==> src/rtl/awur_pkg.sv <==
package awur_pkg;

  typedef enum logic [2:0] {
    FN_CLEAR = 3'd0,
    FN_UNDO  = 3'd1,
    FN_REDO  = 3'd2,
    FN_ADD   = 3'd3,
    FN_SUB   = 3'd4,
    FN_MUL   = 3'd5,
    FN_DIV   = 3'd6,
    FN_MOD   = 3'd7
  } func_t;

  localparam logic [2:0] ST_OK      = 3'd0;
  localparam logic [2:0] ST_NO_REDO = 3'd1;
  localparam logic [2:0] ST_NO_UNDO = 3'd2;
  localparam logic [2:0] ST_ZERO    = 3'd3;
  localparam logic [2:0] ST_FULL    = 3'd4;

  typedef struct packed {
    logic [2:0]         func;
    logic signed [31:0] operand;
  } in_item_t;

  typedef struct packed {
    logic signed [31:0] value;
    logic [2:0]         status;
  } out_item_t;

  // Commands from the controller to the datapath.
  typedef struct packed {
    logic load_in;      // capture the input item
    logic div_start;    // start the iterative divider
    logic div_step;     // one divider iteration
    logic hist_rd;      // read history at count-2 (undo)
    logic redo_rd;      // read redo top
    logic commit;       // apply the decided update
  } cmd_t;

  // Status from the datapath to the controller.
  typedef struct packed {
    logic is_div;       // accepted op needs the divider
    logic div_done;
  } stat_t;

endpackage

==> src/rtl/awur_ctrl.sv <==
module awur_ctrl
  import awur_pkg::*;
(
  input  logic  clk,
  input  logic  rst,
  input  logic  in_valid,
  output logic  in_ready,
  output logic  out_valid,
  input  logic  out_ready,
  output cmd_t  cmd,
  input  stat_t stat
);

  typedef enum logic [4:0] {
    S_IDLE = 5'b00001,
    S_DEC  = 5'b00010,
    S_DIV  = 5'b00100,
    S_RD   = 5'b01000,
    S_OUT  = 5'b10000
  } state_t;

  state_t state, state_next;

  // Next state and command decode.
  always_comb begin
    state_next = state;
    cmd = '0;
    case (state)
      S_IDLE: begin
        cmd.load_in = in_valid;
        if (in_valid) state_next = S_DEC;
      end
      S_DEC: begin
        cmd.hist_rd = 1'b1;
        cmd.redo_rd = 1'b1;
        if (stat.is_div) begin
          cmd.div_start = 1'b1;
          state_next = S_DIV;
        end else begin
          state_next = S_RD;
        end
      end
      S_DIV: begin
        cmd.div_step = 1'b1;
        if (stat.div_done) state_next = S_RD;
      end
      S_RD: begin
        cmd.commit = 1'b1;
        state_next = S_OUT;
      end
      S_OUT: begin
        if (out_ready) state_next = S_IDLE;
      end
      default: state_next = S_IDLE;
    endcase
  end

  always_ff @(posedge clk) begin
    if (rst) state <= S_IDLE;
    else state <= state_next;
  end

  assign in_ready  = (state == S_IDLE);
  assign out_valid = (state == S_OUT);

  a_onehot: assert property (@(posedge clk) disable iff (rst) $onehot(state))
    else $error("state not one-hot");
  a_commit_out: assert property (@(posedge clk) disable iff (rst)
    cmd.commit |=> out_valid)
    else $error("commit not followed by result");
  a_no_overlap: assert property (@(posedge clk) disable iff (rst)
    !(in_ready && out_valid))
    else $error("in_ready during pending result");

endmodule

==> config.mk <==
export PLATFORM = sky130hd
export DESIGN_NAME = awur_ctrl
export DESIGN_NICKNAME = d
export VERILOG_FILES = /design/src/rtl/awur_pkg.sv /design/src/rtl/awur_ctrl.sv
export SDC_FILE = /design/constraint.sdc
export NUM_CORES = 1
export LEC_CHECK = 0
export BUFFER_PORTS_ARGS = -buffer_cell sky130_fd_sc_hd__buf_2
export CORE_AREA = 2 2 39 41
export CTS_CLUSTER_DIAMETER = 150
export DETAILED_ROUTE_END_ITERATION = 16
export DIE_AREA = 0 0 41 43
export GPL_TIMING_DRIVEN = 0
export MAX_ROUTING_LAYER = met4
export SYNTH_ARGS = -nofsm -noshare
export SYNTH_HDL_FRONTEND = slang
export SYNTH_SLANG_ARGS = --single-unit
==> constraint.sdc <==
create_clock -name clk -period 1.2 [get_ports clk]
set_input_delay 0.18 -clock clk [delete_from_list [all_inputs] [get_ports clk]]
set_output_delay 0.18 -clock clk [all_outputs]
set_load 0.1 [all_outputs]
==> metrics.md <==
| Metric | Value |
|---|---|
| Core box area | 0.00138 mm^2 |
| Vias in the first global route | 347 |
| Setup crit start kind | flop |
| Max Root-Sink Buffers | 2 |
| DP HPWL | 594 um |
| Final worst slack | -0.416 ns |
| Fmax | 619 MHz |
| Io pins | 14 |
| Final Cell Area | 810 um^2 |
| Die Span Y | 43 um |
| Avg Inst Size Synth | 8.48 um^2 |
| Chip width | 41 um |
| Hold_buf cts | 0 |
| Global route overflow | 0 |
| Clock Latency Late Sink | 0.24 ns |
| Reg with most FFs | state |
| Clock power frac | 25.7% |
| Synth Instances | 40 |
| Worst R2R Start | state[2] |
| FF/Latch Area | 116 um^2 |
| Placed instance area | 483 um^2 |
| Clock sink count | 5 |
| FF-to-FF path depth | 4 |
| # setup viols final | 12 |
| Port-buffer cells | 13 |
| Launch point of the worst path | state[1] |
| Syn. warnings | 0 |
| Total Routed Length | 987 um |
| Antenna diodes | 0 |
| Worst Hold Class | in -> reg |
| Max-slew violation count | 0 |
| CP required | 1.02 ns |
| Clk pin slew, worst setup/hold paths | 0.04 ns |
| Final hold violation count | 0 |
| P_leak | 0.325 nW |
| Largest net degree at the start of global routing | 9 |
| Largest regs | state: 5 flops |
| Violated checks | negative setup slack |
| Crit path cell chain | or3_4, nor3b_4, buf_12 |
| Worst vdd ir | 0.520 mV |
| Reg2reg setup slack | -0.20 ns |
| Worst reg2reg path endpoint | state[0] |
| CTS tree | built |
| Initial core utilization | 24.5% |
| Worst-margin pin slew | 0.283 ns |
| Via Count | 382 |
| Tmin final | 1.62 ns |
| DRC Markers | 0 |
| Detailed Routing Iterations Pass 1 | 4 |
| Syn nets | 46 |
| Crit-path max cell delay | 0.42 ns |
| Pwr dens | 909 mW/mm^2 |
| 1st-iter DRT viols | 14 |
| Rows | 14 |
| Antenna Nets Post-Route | 0 |
| Skew final | 0.00228 ns |
| Register area share after synthesis | 29.5% |
| H-tree lvl count | 1 |
| Placer Congestion | 0.637 |
| Initial antenna violation count | 0 |
| Fin crit share | 135% |
| Max reg flops | 5 |
| Sequential Power Share | 24.9% |
| Area growth syn-to-layout | 139% |
| Layout cell share with drive strength beyond 1 | 80.6% |
| CP max FO | 4 |
| Pint | 0.000467 W |
| Clk root buf | clkbuf_4 |
| Switching part of the total | 36.5% |
| Full die area | 0.00176 mm^2 |
| CP Capture Type | primary output |
| Kind of critical path | reg -> out |
| Synth unique cells | 25 |
| CTS buffer count | 3 |
| Switching pwr | 0.000269 W |
| CP arrival | 1.44 ns |
| Nets@finish | 74 |
| RSZ-0062 raised after global routing | true |
| Combinational share of power | 49.4% |
| FILL cells | 111 |
| Syn Std Cell Area | 339 um^2 |
| MaxCap Viol Count | 0 |
| Via density | 4.60 |
| Area occupied by multi-input gates | 333 um^2 |
| CP endpoint | out_valid |
| Worst Hold Slack | 0.248 ns |
| First-pass GRT wire length | 1480 um |
| Outcome | finished with violations |
| Worst slew margin | 81.2% |
| Crit-path slowest cell | or3_4 |
| Total GRT Usage | 12.9% |
| WL/cell | 11.9 um |
| Synthesized flop and latch total | 5 |
==> cell type report <==
cell class                 instances  share of cell area, %
tap                               16                   2.47
sequential                         5                   14.4
buffer                             1                   2.47
clock buffer                       4                   3.25
inverter                           1                  0.464
timing repair buffer              24                   35.9
multi-input combinational         32                   41.1
==> placed cells by master (no fill, tap or decap), types with 2 or more instances in the layout <==
| cell | synthesis | layout |
|---|---|---|
| buf_2 | 0 | 5 |
| buf_4 | 2 | 7 |
| nor3_4 | 0 | 2 |
| clkbuf_4 | 0 | 3 |
| or3_4 | 2 | 3 |
| nor2_2 | 0 | 2 |
| buf_12 | 0 | 8 |
| nor2_4 | 0 | 2 |
| and2_4 | 0 | 2 |
| buf_6 | 0 | 4 |
| or2b_4 | 0 | 2 |
| dfxtp_4 | 0 | 4 |
| and3_4 | 0 | 2 |
==> cells in the mapped netlist <==
cell / count / share of area (%)
o21ai_0: 1 / 1.5
xor2_1: 1 / 2.6
nor3b_1: 1 / 2.2
dfxtp_1: 5 / 30
a31o_1: 1 / 2.6
o31ai_1: 1 / 2.2
or3_4: 2 / 6.6
a21o_1: 1 / 2.2
a2111oi_0: 1 / 2.6
and2_1: 2 / 3.7
or3_1: 1 / 1.8
nand2b_1: 1 / 1.8
or3b_1: 1 / 2.6
or2b_2: 2 / 5.2
nor4_1: 1 / 1.8
o211ai_1: 1 / 2.2
inv_1: 1 / 1.1
nor2_1: 5 / 5.5
mux2i_1: 1 / 3.0
o21a_1: 1 / 2.2
buf_4: 2 / 4.4
or3_2: 1 / 2.2
nor2b_1: 1 / 1.8
nor3_1: 2 / 3.0
and3_1: 3 / 5.5
==> cells by family (layout without fill, tap and decap cells) <==
family	after synthesis	count (layout)	synth area share, %
and+or+nand+nor	23	23	43.9
buffers and inverters	3	30	5.53
muxes	1	1	2.95
DFF	5	5	29.5
AOI/OAI and AO/OA	7	7	15.5
xor gates and xnor gates	1	1	2.58
==> through the flow <==
| stage | setup slack, ns | utilization [%] | std cells | power (W) | TNS, ns |
|---|---|---|---|---|---|
| 2_1_floorplan | -0.685 | - | 40 | 0.000379 | -2.51 |
| 3_3_place_gp | -0.390 | 34.9 | 69 | 0.000410 | -2.76 |
| 3_5_place_dp | -0.393 | 34.9 | 69 | 0.000411 | -2.79 |
| 4_1_cts | -0.420 | 50.7 | 76 | 0.000685 | -2.78 |
| 5_1_grt | -0.469 | 58.5 | 83 | 0.000773 | -3.56 |
| 6_report | -0.416 | 58.5 | 83 | 0.000736 | -3.12 |
==> critical path, delay by kind of cell, from the launching register on <==
kind          cells  cell delay (ns)
buf+inv           1             0.20
simple gates      2             0.66
flops             1             0.33
==> metal layers <==
layer	GRT usage, %	up-vias	wire length, um
li1	-	200	-
met1	15.2	174	426
met2	19.7	8	525
met3	4.71	0	35
met4	4.00	0	0
met5	-	-	0
==> power by group through the flow <==
stage               combinational (W)  sequential, W  clock, W
floorplan                    0.000187       0.000191         0
global placement             0.000215       0.000195         0
detailed placement           0.000216       0.000195         0
CTS                          0.000302       0.000189  0.000194
global route                 0.000381       0.000183  0.000209
finish                       0.000364       0.000183  0.000189
==> how the worst min path moves through the flow <==
stage	startpoint	to	slack [ns]	cells past startpoint
after detailed placement	in_valid	state[1]	0.46	2
after CTS	stat[1]	state[3]	0.24	3
after global routing	in_valid	state[1]	0.24	2
final	in_valid	state[1]	0.25	2
after floorplan	in_valid	state[1]	0.34	1
after global placement	in_valid	state[1]	0.46	2
==> repair_timing <==
item | CTS | global route
endpoints found under the hold margin | 0 | 0
setup endpoints to repair | 12 | 13
setup buffers | 3 | 8
pin swaps | 2 | 10
gates cloned | 0 | 0
resized for setup | 45 | 12
Note: power is estimated with default switching activity, not from simulation.
